<file path="config.mk">
export PLATFORM = sky130hd
export DESIGN_NAME = mcit_lerp
export DESIGN_NICKNAME = d
export VERILOG_FILES = /design/src/mcit_pkg.sv /design/src/mcit_lerp.sv
export SDC_FILE = /design/constraint.sdc
export NUM_CORES = 2
export LEC_CHECK = 0
export ABC_AREA = 1
export BUFFER_PORTS_ARGS = -buffer_cell sky130_fd_sc_hd__buf_2
export CAP_MARGIN = 20
export CORE_MARGIN = 5
export CORE_UTILIZATION = 40
export CTS_CLUSTER_DIAMETER = 60
export DETAILED_ROUTE_END_ITERATION = 8
export GPL_ROUTABILITY_DRIVEN = 0
export GPL_TIMING_DRIVEN = 0
export PLACE_DENSITY_LB_ADDON = 0.3
export SLEW_MARGIN = 20
export SYNTH_ARGS = -nofsm -noshare
export SYNTH_HDL_FRONTEND = slang
export SYNTH_SLANG_ARGS = --single-unit
</file>
<file path="constraint.sdc">
create_clock -name clk -period 5.5 [get_ports clk]
set_input_delay 0.275 -clock clk [delete_from_list [all_inputs] [get_ports clk]]
set_output_delay 0.275 -clock clk [all_outputs]
set_load 0.02 [all_outputs]
</file>
<file path="src/mcit_pkg.sv">
// ----------------------------------------------------------------------------
// mcit_pkg
// Shared constants and types for the multi-column interpolation table.
// ----------------------------------------------------------------------------
package mcit_pkg;

  // Default values for the top-level parameters.
  localparam int TABLE_ROWS_DEF = 16384;
  localparam int VALUE_BITS_DEF = 32;

  // Fixed field widths.
  localparam int ROW_W    = 14;   // row index and last_row register
  localparam int GRID_W   = 22;   // Q14.8 grid position
  localparam int QPOS_W   = 24;   // Q15.8 signed query position
  localparam int MAG_W    = 24;   // magnitude, up to 2^23
  localparam int SCALE_W  = 16;   // Q8.8 bin scale
  localparam int CFG_W    = 16;   // configuration write data
  localparam int CFG_IDX_W = 1;
  localparam int D_W      = 15;   // clamped weight, -8192 .. 8192
  localparam int D_LIMIT  = 8192;
  localparam int NUM_COLS = 5;    // rho, alpha, tau, time0, ampli

  // Column slots inside a packed table row.
  localparam int COL_RHO   = 0;
  localparam int COL_ALPHA = 1;
  localparam int COL_TAU   = 2;
  localparam int COL_TIME0 = 3;
  localparam int COL_AMPLI = 4;

  // Item kinds.
  localparam logic KIND_LOAD  = 1'b0;
  localparam logic KIND_QUERY = 1'b1;

  // Configuration register indexes and reset values.
  localparam logic [CFG_IDX_W-1:0] REG_LAST_ROW  = 1'b0;
  localparam logic [CFG_IDX_W-1:0] REG_BIN_SCALE = 1'b1;
  localparam logic [ROW_W-1:0]   LAST_ROW_RST  = 14'd1;
  localparam logic [SCALE_W-1:0] BIN_SCALE_RST = 16'd6400;

  // A query travelling alongside the table read.
  typedef struct packed {
    logic             valid;
    logic [MAG_W-1:0] mag;
  } query_tag_t;

endpackage

</file>
<file path="src/mcit_lerp.sv">
// ----------------------------------------------------------------------------
// mcit_lerp
// Three-stage linear interpolation of one column with round and saturate.
// ----------------------------------------------------------------------------
module mcit_lerp #(
  parameter int VALUE_BITS = 32
) (
  input  logic                               clk,
  input  logic signed [VALUE_BITS-1:0]       ylo,
  input  logic signed [VALUE_BITS-1:0]       yhi,
  input  logic signed [VALUE_BITS-1:0]       ylr,
  input  logic                               beyond,
  input  logic signed [mcit_pkg::D_W-1:0]    d,
  output logic signed [VALUE_BITS-1:0]       y
);
  import mcit_pkg::*;

  localparam int DIFF_W = VALUE_BITS + 1;
  localparam int PROD_W = VALUE_BITS + 16;
  localparam logic signed [PROD_W-1:0] SAT_HI =
    {{(PROD_W-VALUE_BITS+1){1'b0}}, {(VALUE_BITS-1){1'b1}}};
  localparam logic signed [PROD_W-1:0] SAT_LO =
    {{(PROD_W-VALUE_BITS+1){1'b1}}, {(VALUE_BITS-1){1'b0}}};
  localparam logic signed [PROD_W-1:0] HALF = PROD_W'(128);

  logic signed [VALUE_BITS-1:0] base_a;
  logic signed [DIFF_W-1:0]     diff_a;
  logic signed [D_W-1:0]        d_a;
  logic signed [VALUE_BITS-1:0] base_b;
  logic signed [PROD_W-1:0]     prod_b;
  logic signed [PROD_W-1:0]     rnd;
  logic signed [PROD_W-1:0]     sum;

  // Stage A: pick the base and form the slope.
  always_ff @(posedge clk) begin
    base_a <= beyond ? ylr : ylo;
    diff_a <= DIFF_W'(yhi) - DIFF_W'(ylo);
    d_a    <= d;
  end

  // Stage B: weight times slope.
  always_ff @(posedge clk) begin
    base_b <= base_a;
    prod_b <= PROD_W'(d_a) * PROD_W'(diff_a);
  end

  // Stage C: round half up, add the base, clamp.
  always_comb begin
    rnd = (prod_b + HALF) >>> 8;
    sum = PROD_W'(base_b) + rnd;
  end

  always_ff @(posedge clk) begin
    if (sum > SAT_HI) begin
      y <= SAT_HI[VALUE_BITS-1:0];
    end else if (sum < SAT_LO) begin
      y <= SAT_LO[VALUE_BITS-1:0];
    end else begin
      y <= sum[VALUE_BITS-1:0];
    end
  end

endmodule

</file>
==> impl_metrics.toml <==
[sta]
finalSetupViolations = 22
relSlewSlack_pct = 54.0
finalCritPeriodShare_pct = 105
finalWorstSetupSlack_ns = -0.248
grt_setup_unrepaired = "true"
fmax_ghz = 0.174
worst_pin_slew_ns = 0.685
maxSlewViolCount = 0
skew_ns = 0.0267
finalHoldViolCount = 0
min_period_ns = 5.75

[layout]
drive_above_1_share_pct = 17.4
area_growth_pct = 21.3
fillers = 6630
fin_nets = 4744
seqCellArea_um2 = 3840
multi_input_area_um2 = 21200

[global_route]
grt_pass1_vias = 24600
grt-ovfl-total = 0
grt_max_degree = 25
grt_first_pass_wirelength_um = 141000
antenna_found_initial = 8
grtUsageTotal_pct = 24.8

[logic_synthesis]
netlist_instances = 3715
synth_area_leaders = "fa_1 (33%), nand2_1 (13%), dfxtp_1 (13%)"
synth_top_area_share_pct = 33.0
ys.flop_type = "dfxtp_1"
syn_nets = 4472
ys_async_sr_fraction_pct = 0
synth_common_cells = "nand2_1 (989), inv_1 (966), fa_1 (457), nor2_1 (204), ha_1 (187)"
ys_seq_area_share_pct = 13.4
synth_top_area_cell = "fa_1"
synth_most_common_cell = "nand2_1"
synth-seq-cells = 185
synth_cell_types = 44
synth_area_per_cell_um2 = 7.45
synth_edf_count = 0
synth_warnings = 0
synthesis.area_um2 = 27700

[job]
cap_violations = 0

[clocking]
clock_latency_ns = 0.50
cts_buffer_depth = 2
path_clk_slew_ns = 0.09
cts_root_buffer = "clkbuf_16"
clock-sinks = 185
cts_tree = "built"
h-tree-depth = 4
cts-buffers-inserted = 17

[placement]
dp_hpwl_um = 75300
io_buffers = 143
post-place-ws_ns = -1.72

[die]
num_io_pins = 145
coreArea_um2 = 68600
die_w_um = 273
num_rows = 96
initial_core_util_pct = 40.4
die-area_um2 = 74600
die_y_um = 273

[route]
drtIter0Drc = 2108
via_per_inst = 4.97
dr.pass1.iters = 6
vias = 24500
routedWlPerCell_um = 19.1
drt_wl_total_um = 94000
drc_errors = 0
ant_nets = 0

[setup_path]
cp_data_required_time_ns = 5.86
crit_type = "register to register"
cp-end-kind = "register"
timing.rr.start = "d_a[14]$_DFF_P_"
cp-start-kind = "register"
crit_fanout = 6
crit_arrival_ns = 6.11
reg2reg_slack_ns = -0.25
r2r_end = "prod_b[34]$_DFF_P_"
worstRegToRegCells = 22

[outcome]
status = "finished with violations"
violations = "negative setup slack"

[worst_hold_path]
worstHoldPathType = "primary input to register"
hold_path_depth = 3
min_to = "base_a[2]$_DFF_P_"
holdCritStartpoint = "ylr[2]"
-- cells by family after synthesis --
| kind of cell | count (synthesis) | synth area share [%] |
|---|---|---|
| adder cells (fa/ha/maj) | 644 | 41.5 |
| AO/OA/AOI/OAI | 300 | 5.91 |
| AND/OR/NAND/NOR | 1369 | 19.9 |
| flip-flops | 185 | 13.4 |
| XOR/XNOR | 144 | 4.58 |
| buffers and inverters | 1072 | 14.7 |
| multiplexers | 1 | 0.0407 |
-- critical path, cell delays in order, from the launching register on --
cell	delay, ns
dfxtp_2	0.35
clkinvlp_4	0.10
buf_4	0.14
buf_6	0.11
buf_12	0.14
clkbuf_4	0.20
nor2_2	0.12
fa_1	0.45
fa_2	0.55
fa_1	0.44
fa_2	0.57
fa_1	0.45
fa_2	0.59
ha_4	0.23
a21oi_1	0.13
inv_1	0.10
a31oi_4	0.16
o21ai_1	0.08
inv_1	0.06
o21ai_1	0.08
a21oi_2	0.26
o21bai_1	0.14
xor2_1	0.17
-- metal layers --
| metal | up-vias | share of wire (%) | track usage (%) |
|---|---|---|---|
| met3 | 237 | 9.1 | 5.72 |
| met1 | 11700 | 40 | 32.5 |
| li1 | 11400 | - | - |
| met5 | - | 0 | 0 |
| met4 | 0 | 4.7 | 10.0 |
| met2 | 1170 | 46 | 40.0 |
-- worst max-delay path by stage --
| stage | startpoint | to | slack [ns] | cells after the start |
|---|---|---|---|---|
| floorplan | d_a[3]$_DFF_P_ | prod_b[47]$_DFF_P_ | -0.003 | 24 |
| global placement | d_a[9]$_DFF_P_ | prod_b[42]$_DFF_P_ | -1.69 | 22 |
| CTS | d_a[14]$_DFF_P_ | prod_b[43]$_DFF_P_ | -0.19 | 20 |
| detailed placement | d_a[9]$_DFF_P_ | prod_b[42]$_DFF_P_ | -1.72 | 22 |
| finish | d_a[14]$_DFF_P_ | prod_b[34]$_DFF_P_ | -0.25 | 22 |
| global route | d_a[14]$_DFF_P_ | prod_b[34]$_DFF_P_ | -0.37 | 22 |
-- cell usage in the layout, fill, tap and decap left out, types with 11 or more instances in the layout --
cell,count
buf_6,19
dfxtp_2,14
nand2_2,32
dlygate4sd3_1,26
clkbuf_8,38
nor2_1,167
buf_4,81
clkbuf_4,12
a21oi_1,98
fa_2,38
ha_4,34
nor4_1,11
nor3_1,23
xnor2_1,50
ha_1,150
buf_2,144
o21ai_1,18
fa_1,419
nand3_1,63
inv_1,932
clkbuf_16,32
dfxtp_4,32
nor2_2,37
dfxtp_1,139
o21ai_0,72
nand4_1,30
xor2_1,88
a21oi_2,31
nand2_1,955
inv_2,35
-- cell type report --
| class | count | area share, % |
|---|---|---|
| Sequential cell | 185 | 11.4 |
| Timing Repair Buffer | 265 | 5.41 |
| Tap cell | 931 | 3.47 |
| Clock buffer | 17 | 1.27 |
| Inverter | 968 | 10.8 |
| Clock inverter | 15 | 0.719 |
| Antenna cell | 1 | 0.00745 |
| Multi-Input combinational cell | 2458 | 63.2 |
| Buffer | 92 | 3.70 |
-- state kept, by name (all words and copies together), names as in the netlist --
| signal | cells |
|---|---|
| base_b | 32 |
| d_a | 15 |
| base_a | 32 |
| diff_a | 33 |
| y | 32 |
| prod_b | 41 |
-- repair_timing --
action	CTS	global route
hold endpoints to repair	26	0
setup buffers	55	38
hold buffers	26	0
cloned	2	3
resized for setup	468	213
endpoints found under the setup margin	38	34
pin swaps	47	51
-- metrics by stage --
step                utilization [%]  area, µm²  hold slack (ns)  setup TNS [ns]  instances
floorplan                         -      27700            0.303        -0.00272       3715
global placement               43.1      29600            0.312          -46.38       4789
detailed placement             43.1      29600            0.314          -46.14       4789
CTS                            47.5      32600          0.00156           -1.92       4892
global route                   49.0      33600          0.00724           -6.54       4931
finish                         49.0      33600           0.0244           -3.03       4932
Power is not shown: default switching activity piles up to over one toggle a cycle in this logic, so the estimate is an artifact.
