$ cat config.mk
export PLATFORM = sky130hd
export DESIGN_NAME = mcit_scale
export DESIGN_NICKNAME = d
export VERILOG_FILES = /design/src/mcit_pkg.sv /design/src/mcit_scale.sv
export SDC_FILE = /design/constraint.sdc
export NUM_CORES = 1
export LEC_CHECK = 0
export ABC_AREA = 1
export CORE_ASPECT_RATIO = 0.5
export CORE_UTILIZATION = 42
export DETAILED_ROUTE_END_ITERATION = 8
export DONT_BUFFER_PORTS = 1
export PLACE_DENSITY = 0.61
export SLEW_MARGIN = 20
export SYNTH_ARGS = -nofsm -noshare
export SYNTH_HDL_FRONTEND = slang
export SYNTH_SLANG_ARGS = --single-unit
$ cat constraint.sdc
create_clock -name clk -period 8 [get_ports clk]
set_clock_uncertainty 0.2 [all_clocks]
set_input_delay 0.8 -clock clk [delete_from_list [all_inputs] [get_ports clk]]
set_output_delay 0.8 -clock clk [all_outputs]
set_load 0.05 [all_outputs]
$ cat src/mcit_pkg.sv
// ----------------------------------------------------------------------------
// mcit_pkg
// Shared constants and types for the multi-column interpolation table.
// ----------------------------------------------------------------------------
package mcit_pkg;

  // Default values for the top-level parameters.
  localparam int TABLE_ROWS_DEF = 16384;
  localparam int VALUE_BITS_DEF = 32;

  // Fixed field widths.
  localparam int ROW_W    = 14;   // row index and last_row register
  localparam int GRID_W   = 22;   // Q14.8 grid position
  localparam int QPOS_W   = 24;   // Q15.8 signed query position
  localparam int MAG_W    = 24;   // magnitude, up to 2^23
  localparam int SCALE_W  = 16;   // Q8.8 bin scale
  localparam int CFG_W    = 16;   // configuration write data
  localparam int CFG_IDX_W = 1;
  localparam int D_W      = 15;   // clamped weight, -8192 .. 8192
  localparam int D_LIMIT  = 8192;
  localparam int NUM_COLS = 5;    // rho, alpha, tau, time0, ampli

  // Column slots inside a packed table row.
  localparam int COL_RHO   = 0;
  localparam int COL_ALPHA = 1;
  localparam int COL_TAU   = 2;
  localparam int COL_TIME0 = 3;
  localparam int COL_AMPLI = 4;

  // Item kinds.
  localparam logic KIND_LOAD  = 1'b0;
  localparam logic KIND_QUERY = 1'b1;

  // Configuration register indexes and reset values.
  localparam logic [CFG_IDX_W-1:0] REG_LAST_ROW  = 1'b0;
  localparam logic [CFG_IDX_W-1:0] REG_BIN_SCALE = 1'b1;
  localparam logic [ROW_W-1:0]   LAST_ROW_RST  = 14'd1;
  localparam logic [SCALE_W-1:0] BIN_SCALE_RST = 16'd6400;

  // A query travelling alongside the table read.
  typedef struct packed {
    logic             valid;
    logic [MAG_W-1:0] mag;
  } query_tag_t;

endpackage

$ cat src/mcit_scale.sv
// ----------------------------------------------------------------------------
// mcit_scale
// Two-stage multiply of tau by the Q8.8 bin scale with round and saturate.
// ----------------------------------------------------------------------------
module mcit_scale #(
  parameter int VALUE_BITS = 32
) (
  input  logic                                clk,
  input  logic signed [VALUE_BITS-1:0]        tau,
  input  logic [mcit_pkg::SCALE_W-1:0]        bin_scale,
  output logic signed [VALUE_BITS-1:0]        tau_bins
);
  import mcit_pkg::*;

  localparam int PROD_W = VALUE_BITS + SCALE_W + 1;
  localparam logic signed [PROD_W-1:0] SAT_HI =
    {{(PROD_W-VALUE_BITS+1){1'b0}}, {(VALUE_BITS-1){1'b1}}};
  localparam logic signed [PROD_W-1:0] SAT_LO =
    {{(PROD_W-VALUE_BITS+1){1'b1}}, {(VALUE_BITS-1){1'b0}}};
  localparam logic signed [PROD_W-1:0] HALF = PROD_W'(128);

  logic signed [PROD_W-1:0] prod;
  logic signed [PROD_W-1:0] rnd;

  always_ff @(posedge clk) begin
    prod <= PROD_W'(tau) * $signed({{(PROD_W-SCALE_W){1'b0}}, bin_scale});
  end

  assign rnd = (prod + HALF) >>> 8;

  always_ff @(posedge clk) begin
    if (rnd > SAT_HI) begin
      tau_bins <= SAT_HI[VALUE_BITS-1:0];
    end else if (rnd < SAT_LO) begin
      tau_bins <= SAT_LO[VALUE_BITS-1:0];
    end else begin
      tau_bins <= rnd[VALUE_BITS-1:0];
    end
  end

endmodule

==> impl_metrics.py, run 1 <==
metrics = {
    "run_status": {
        "status": "complete, no violations",
    },
    "timing": {
        "slew_violations": 0,
        "fmax_ghz": 0.155,
        "tightest_slew_ns": 0.663,
        "slew_headroom_pct": 55.6,
        "grt_setup_unrepaired": "false",
        "min_period_ns": 6.46,
        "hold_viol_final": 0,
        "fin_setup_tns_ns": 0,
        "finalSetupViolations": 0,
        "post-route-period-util_pct": 80.8,
    },
    "clock_tree": {
        "cts_root_buf": "clkbuf_16",
        "cts_tree": "done",
        "cts_resized": 0,
        "hold_buffers": 0,
        "post_cts_buffers": 0,
        "clkSinkCount": 74,
        "clkTransAtPathRegs_ns": 0.06,
        "htreeDepth": 3,
        "cts_made_buffers": 9,
        "clkLatencyLatePin_ns": 0.34,
        "cts_buffer_depth": 2,
    },
    "detailed_routing": {
        "firstDrtPassIters": 5,
        "via_per_inst": 4.88,
        "drc": 0,
        "ant_nets": 0,
        "route.vias.total": 17200,
        "wl_um": 61500,
        "wl_per_cell_um": 17.5,
        "drt_iter0_markers": 1453,
    },
    "synth": {
        "ys_warn_count": 0,
        "syn_area_per_cell_um2": 7.50,
        "syn_area_mm2": 0.0220,
        "synth_edf_count": 0,
        "seq_area_frac_synth_pct": 6.73,
        "syn_nets": 3585,
        "synth-async-reset-ratio_pct": 0,
        "yosysTopAreaCell": "fa_1",
        "ys_top_cells_by_area": "fa_1 (44%), inv_1 (15%), nand2_1 (14%)",
        "synth_top_area_share_pct": 44.3,
        "synth_cells": 2933,
        "synthFlopType": "dfxtp_1",
        "synth_cell_type_count": 34,
        "ys_ff_latch": 74,
    },
    "finish": {
        "diodes": 0,
        "fin_util_pct": 44.6,
        "drive_above_1_share_pct": 1.20,
        "areaGrowthSynthToFinish_pct": 3.19,
        "nets": 3481,
    },
    "setup_path": {
        "crit_chain": "nand2_1 > fa_1 > inv_1 > fa_1 > inv_1 > fa_1 > fa_1 > fa_1 > fa_1 > inv_1 > ha_1 > inv_1 > nor3_1 > nand2_1 > nor4_1 > nand3_1 > nand3_1 > xor2_1",
        "cp_common_cell": "fa_1",
        "slowest_delay_ns": 0.89,
        "crit_buf_inv": 4,
        "path_delay_family": "adder cells",
        "critical_path.max_fanout": 32,
        "crit_slowest_cell": "fa_1",
        "path_class": "primary input to flip-flop",
        "worstPathRequired_ns": 8.06,
        "cp-end-kind": "flip-flop",
        "arrival_ns": 6.53,
        "start_kind": "primary input",
    },
    "die": {
        "top_level_ports": 81,
        "coreArea_mm2": 0.0509,
        "std_cell_rows": 58,
        "dieHeight_um": 164,
        "dieArea_mm2": 0.0534,
        "initial_utilization_pct": 43.2,
        "die_w_um": 326,
    },
    "global_routing": {
        "grt_usage_pct": 23.7,
        "antenna_found_initial": 0,
        "grt_pass1_vias": 17700,
        "grt_first_pass_wirelength_um": 98200,
        "grt_overflow_total": 0,
        "grt_max_degree": 33,
    },
    "placement": {
        "hpwl_um": 51300,
        "portBuffers": 0,
        "gp_congestion": 0.960,
    },
    "flow_run": {
        "max-cap-violations": 0,
    },
    "worst_hold_path": {
        "hp-class": "flip-flop to flip-flop",
    },
}
## worst reg2reg max path: cells and delay by family (launching register included)
family                   cells  cell delay [ns]
flip-flops                   1             0.44
AND/OR/NAND/NOR              9             1.76
adder cells (fa/ha/maj)      1             0.36
## through the flow
step	std cells	worst slack [ns]	hold slack (ns)	instance area, um2
after floorplan	2933	1.21	0.340	22000
after global placement	3508	1.32	0.390	22400
after detailed placement	3508	1.17	0.402	22400
after CTS	3524	1.51	0.407	22700
after global routing	3524	1.10	0.455	22700
final	3524	1.54	0.412	22700
## cell type report
type / instances / area, um2
Sequential cell: 74 / 1480
Clock buffer: 10 / 239
Multi-Input combinational cell: 1852 / 16700
Inverter: 891 / 3340
Clock inverter: 6 / 72.6
Fill cell: 5152 / 28200
Timing Repair Buffer: 1 / 7.51
Tap cell: 690 / 863
## path summary, 6_finish.rpt
| check | startpoint | endpoint | slack [ns] | depth (start not counted) |
|---|---|---|---|---|
| max | bin_scale[3] | prod[47] | 1.54 | 18 |
| min | prod[15] | tau_bins[7] | 0.41 | 3 |
| min reg2reg | prod[15] | tau_bins[7] | 0.41 | 3 |
| max reg2reg | prod[7] | tau_bins[17] | 5.10 | 10 |
## cells in the mapped netlist (3+ instances only)
library cell and instances:
o21bai_1 5, a21o_1 9, o21ai_0 36, nand3_1 40, nand2_1 803, nand4_1 17
ha_1 116, xor2_1 58, xnor2_1 20, and3_1 8, nor4_1 5, fa_1 487
clkbuf_1 110, nand3b_1 3, nor2_2 6, dfxtp_1 74, a31oi_1 9, a21oi_1 52
inv_1 889, buf_6 6, nor2_1 152, nand2_2 4, nor3_1 9
## cells in the final DEF, fill, tap and decap left out, types with 20 or more instances in the layout
| master | n |
|---|---|
| inv_1 | 889 |
| nand2_1 | 803 |
| fa_1 | 487 |
| nor2_1 | 152 |
| ha_1 | 116 |
| dfxtp_1 | 74 |
| xor2_1 | 58 |
| a21oi_1 | 52 |
| nand3_1 | 40 |
| o21ai_0 | 36 |
| xnor2_1 | 20 |
## logic make-up after synthesis
logic type	count (synthesis)	synth area share [%]
AOI/OAI and AO/OA	117	2.95
xor gates and xnor gates	78	3.10
buffers and inverters	1007	17.4
adders and majority gates	603	50.9
DFF	74	6.73
and+or+nand+nor	1054	18.9
## sequential cells by signal, summed over array words and instances (netlist names)
name      cells
tau_bins     32
prod         42
## layer usage
metal / global-route usage (%) / vias to the layer above / part of all wire [%] / wire (um)
li1: - / 7976 / - / -
met1: 36.5 / 8608 / 49 / 30200
met2: 36.0 / 549 / 42 / 26100
met3: 2.67 / 67 / 6.9 / 4220
met4: 4.57 / 0 / 1.6 / 965
met5: 0 / - / 0 / 0
Power of run 1 is left out: the tool's default activity adds up to more than one toggle a clock period on the data nets, which glitch-free logic cannot reach.
==> inputs of run 2 (changes only) <==
Settings changed: PLACE_DENSITY 0.61 to 0.64.
Clock period 8 ns to 5.9 ns, I/O delays scaled along.
==> impl_metrics.py, run 2 (synthesis gave the netlist of run 1 again) <==
metrics = {
    "clock_tree": {
        "cts_buffer_depth": 2,
        "clkTransAtPathRegs_ns": 0.06,
        "clkLatencyLatePin_ns": 0.34,
        "clkSinkCount": 74,
        "cts_made_buffers": 9,
        "cts_tree": "done",
        "htreeDepth": 3,
        "cts_root_buf": "clkbuf_16",
        "hold_buffers": 0,
        "cts_resized": 0,
        "post_cts_buffers": 0,
    },
    "finish": {
        "regMostFlops": "prod",
        "mostFrequentLayoutCell": "inv_1",
        "top_regs": "prod x42, tau_bins x32",
        "largest_reg_flops": 42,
        "areaGrowthSynthToFinish_pct": 6.47,
        "diodes": 0,
        "final_cell_mix": "inv_1 (887), nand2_1 (801), fa_1 (483)",
        "drive_above_1_share_pct": 4.67,
        "nets": 3561,
    },
    "timing": {
        "slew_headroom_pct": 54.7,
        "tightest_slew_ns": 0.677,
        "setup_slack_ns": 0.224,
        "fmax_ghz": 0.176,
        "slew_violations": 0,
        "post-route-period-util_pct": 96.2,
        "grt_setup_unrepaired": "false",
        "finalSetupViolations": 0,
        "hold_viol_final": 0,
        "min_period_ns": 5.68,
    },
    "setup_path": {
        "critical_path.max_fanout": 32,
        "r2r_slack_ns": 3.09,
        "path_class": "primary input to flip-flop",
        "arrival_ns": 5.72,
        "start_kind": "primary input",
        "cp-end-kind": "flip-flop",
        "worstPathRequired_ns": 5.94,
    },
    "detailed_routing": {
        "wl_um": 61200,
        "drt_iter0_markers": 1337,
        "drc": 0,
        "via_per_inst": 4.85,
        "wl_per_cell_um": 17.0,
        "firstDrtPassIters": 5,
        "ant_nets": 0,
        "route.vias.total": 17500,
    },
    "placement": {
        "dpl_worst_slack_ns": -0.182,
        "hpwl_um": 50400,
        "gp_congestion": 0.934,
        "portBuffers": 0,
    },
    "global_routing": {
        "grt_usage_pct": 24.0,
        "antenna_found_initial": 0,
        "grt_pass1_vias": 18600,
        "grt_first_pass_wirelength_um": 99600,
        "grt_overflow_total": 0,
        "grt_max_degree": 33,
    },
    "run_status": {
        "status": "complete, no violations",
    },
    "worst_hold_path": {
        "hp-class": "flip-flop to flip-flop",
    },
    "die": {
        "die_w_um": 326,
        "dieArea_mm2": 0.0534,
        "dieHeight_um": 164,
        "std_cell_rows": 58,
        "coreArea_mm2": 0.0509,
        "initial_utilization_pct": 43.2,
        "top_level_ports": 81,
    },
    "flow_run": {
        "max-cap-violations": 0,
    },
}
[run 2: changes by cell type in the layout (fill, tap and decap cells not counted), sizes merged]
cell,change
inv,-2
bufinv,+1
clkinvlp,+3
buf,+80
clkinv,-2
[run 2: final cells by class]
class                           count  area (um2)
Clock inverter                      6        90.1
Timing Repair Buffer               81         608
Multi-Input combinational cell   1852       16800
Tap cell                          690         863
Clock buffer                       10         239
Inverter                          891        3340
Fill cell                        5155       27500
Sequential cell                    74        1480
[run 2: path summary, 6_finish.rpt]
check	cells after the start	from	to
worst min-delay path	4	prod[48]	tau_bins[31]
worst max register to register	10	prod[7]	tau_bins[9]
worst min register to register	4	prod[48]	tau_bins[31]
worst max-delay path	20	bin_scale[2]	prod[48]
[run 2: routing by layer]
layer	part of all wire (%)	track usage [%]	vias up
li1	-	-	8141
met1	47	35.4	8623
met2	43	37.5	648
met3	7.9	3.42	75
met4	1.8	5.27	0
met5	0	0	-
[run 2: critical path: stages]
cell and delay (ns):
nand2_1 0.12, fa_2 0.48, buf_4 0.18, fa_1 0.53
inv_1 0.07, fa_1 0.52, fa_1 0.44, fa_1 0.54
inv_1 0.05, fa_1 0.54, inv_1 0.05, ha_1 0.35
a21oi_1 0.32, o21ai_1 0.23, a21oi_1 0.27, nor2_1 0.08
a211oi_2 0.18, nand2_1 0.07, nand2_1 0.05, nand2_1 0.04
[run 2: stage by stage]
step	instances	TNS [ns]	util (%)	hold slack, ns	instance area [um2]
after CTS	3604	0	45.9	0.420	23400
after detailed placement	3588	-1.45	45.3	0.410	23100
final	3604	0	46.0	0.414	23400
after global routing	3604	0	46.0	0.445	23400
after global placement	3588	-1.24	45.3	0.409	23100
after floorplan	2933	-0.00608	-	0.340	22100
Power of run 2 is left out for the same reason.
==> inputs of run 3 (changes only) <==
Settings changed: PLACE_DENSITY 0.64 to 0.61.
Clock period 5.9 ns to 5.8 ns, I/O delays scaled along.
==> impl_metrics.py, run 3 (synthesis gave the netlist of run 1 again) <==
metrics = {
    "worst_hold_path": {
        "hold_start": "prod[10]",
        "holdPathStages": 3,
        "min_to": "tau_bins[2]",
        "hp-class": "flip-flop to flip-flop",
    },
    "setup_path": {
        "r2r_end": "tau_bins[15]",
        "r2r_slack_ns": 2.93,
        "cp-end-kind": "flip-flop",
        "arrival_ns": 5.70,
        "crit_buf_inv": 5,
        "slowest_delay_ns": 0.57,
        "cp_common_cell": "fa_1",
        "crit_slowest_cell": "fa_1",
        "path_class": "primary input to flip-flop",
        "r2r_cells": 10,
        "crit_chain": "nand2_1 > inv_1 > fa_1 > inv_1 > fa_1 > fa_1 > fa_1 > inv_1 > fa_1 > fa_1 > ha_1 > nand2_1 > nor2_1 > inv_1 > nor2_1 > nand3b_1 > nand2_1 > nand2_1 > nand3_1 > nand2_1 > xor2_2 > buf_4",
        "path_delay_family": "adder cells",
        "worstPathRequired_ns": 5.89,
        "rr_startpoint": "prod[7]",
        "critical_path.max_fanout": 32,
        "start_kind": "primary input",
    },
    "die": {
        "die_w_um": 326,
        "initial_utilization_pct": 43.2,
        "top_level_ports": 81,
        "dieArea_mm2": 0.0534,
        "coreArea_mm2": 0.0509,
        "dieHeight_um": 164,
        "std_cell_rows": 58,
    },
    "placement": {
        "dpl-instance-area_mm2": 0.0234,
        "portBuffers": 0,
        "dpl_worst_slack_ns": -0.411,
        "hpwl_um": 51100,
        "gp_congestion": 0.905,
    },
    "global_routing": {
        "grt_usage_pct": 24.2,
        "grt_max_degree": 33,
        "grt_first_pass_wirelength_um": 101000,
        "grt_pass1_vias": 18600,
        "grt_overflow_total": 0,
        "antenna_found_initial": 0,
    },
    "clock_tree": {
        "htreeDepth": 3,
        "cts_made_buffers": 9,
        "cts_buffer_depth": 2,
        "clkLatencyLatePin_ns": 0.34,
        "clkSinkCount": 74,
        "clkTransAtPathRegs_ns": 0.06,
        "cts_tree": "done",
        "cts_root_buf": "clkbuf_16",
    },
    "detailed_routing": {
        "route.vias.total": 17600,
        "drc": 0,
        "wl_per_cell_um": 17.0,
        "drt_iter0_markers": 1234,
        "wl_um": 62100,
        "ant_nets": 0,
        "firstDrtPassIters": 5,
        "via_per_inst": 4.83,
    },
    "finish": {
        "fillers": 5094,
        "drive_above_1_share_pct": 6.80,
        "mostFrequentLayoutCell": "inv_1",
        "nets": 3603,
        "regMostFlops": "prod",
        "diodes": 0,
        "top_regs": "prod x42, tau_bins x32",
        "largest_reg_flops": 42,
        "multi_input_area_mm2": 0.0169,
        "final_cell_area_mm2": 0.0239,
        "final_cell_mix": "inv_1 (884), nand2_1 (799), fa_1 (482)",
        "seq_area_mm2": 0.00148,
        "areaGrowthSynthToFinish_pct": 8.40,
    },
    "timing": {
        "fmax_ghz": 0.178,
        "fin_setup_tns_ns": 0,
        "slew_headroom_pct": 53.7,
        "hold_viol_final": 0,
        "min_period_ns": 5.61,
        "grt_setup_unrepaired": "true",
        "setup_slack_ns": 0.190,
        "post-route-period-util_pct": 96.7,
        "slew_violations": 0,
        "finalSetupViolations": 0,
        "timing.hold.ws_ns": 0.427,
        "tightest_slew_ns": 0.692,
    },
    "flow_run": {
        "max-cap-violations": 0,
    },
    "run_status": {
        "status": "complete, no violations",
    },
}
run 3: final cells by class:
type,count,area share (%)
multi-input cells,1852,71.0
inverters,891,14.0
flip-flops and latches,74,6.21
repair buffers,123,3.87
well taps,690,3.62
clock buffers,9,0.944
clock inverters,7,0.351
run 3: tightest hold or removal path, delay by kind of cell (launching register included):
kind             cells  cell delay, ns
flip-flops           1            0.38
XOR/XNOR             1            0.09
AND/OR/NAND/NOR      2            0.10
run 3: timing repair:
action / in CTS / in global routing
hold buffers: 0 / 0
hold endpoints to repair: 0 / 0
endpoints found under the setup margin: 1 / 18
setup buffers: 2 / 3
pin swaps: 1 / 5
cloned: 0 / 0
gates resized for setup: 0 / 26
run 3: per-layer routing:
metal | track usage, % | vias to the layer above | routed length [um]
met5 | 0 | - | 0
met3 | 3.41 | 62 | 4350
met4 | 3.73 | 0 | 746
met2 | 37.1 | 583 | 26200
li1 | - | 8215 | -
met1 | 36.9 | 8755 | 30800
run 3: worst max-delay path by stage:
stage / depth (start not counted) / end / startpoint / slack [ns]
final: 22 / prod[33] / bin_scale[7] / 0.19
after global routing: 20 / prod[47] / tau[31] / -0.02
after CTS: 20 / prod[47] / tau[31] / 0.07
after detailed placement: 18 / prod[47] / bin_scale[2] / -0.41
after global placement: 18 / prod[47] / bin_scale[2] / -0.32
after floorplan: 22 / prod[47] / tau[31] / -0.0008
run 3: stage by stage:
step | utilization (%) | std cells
global route | 46.8 | 3646
finish | 46.8 | 3646
detailed placement | 46.0 | 3625
global placement | 46.0 | 3625
floorplan | - | 2933
CTS | 46.6 | 3643
Power of run 3 is left out for the same reason.
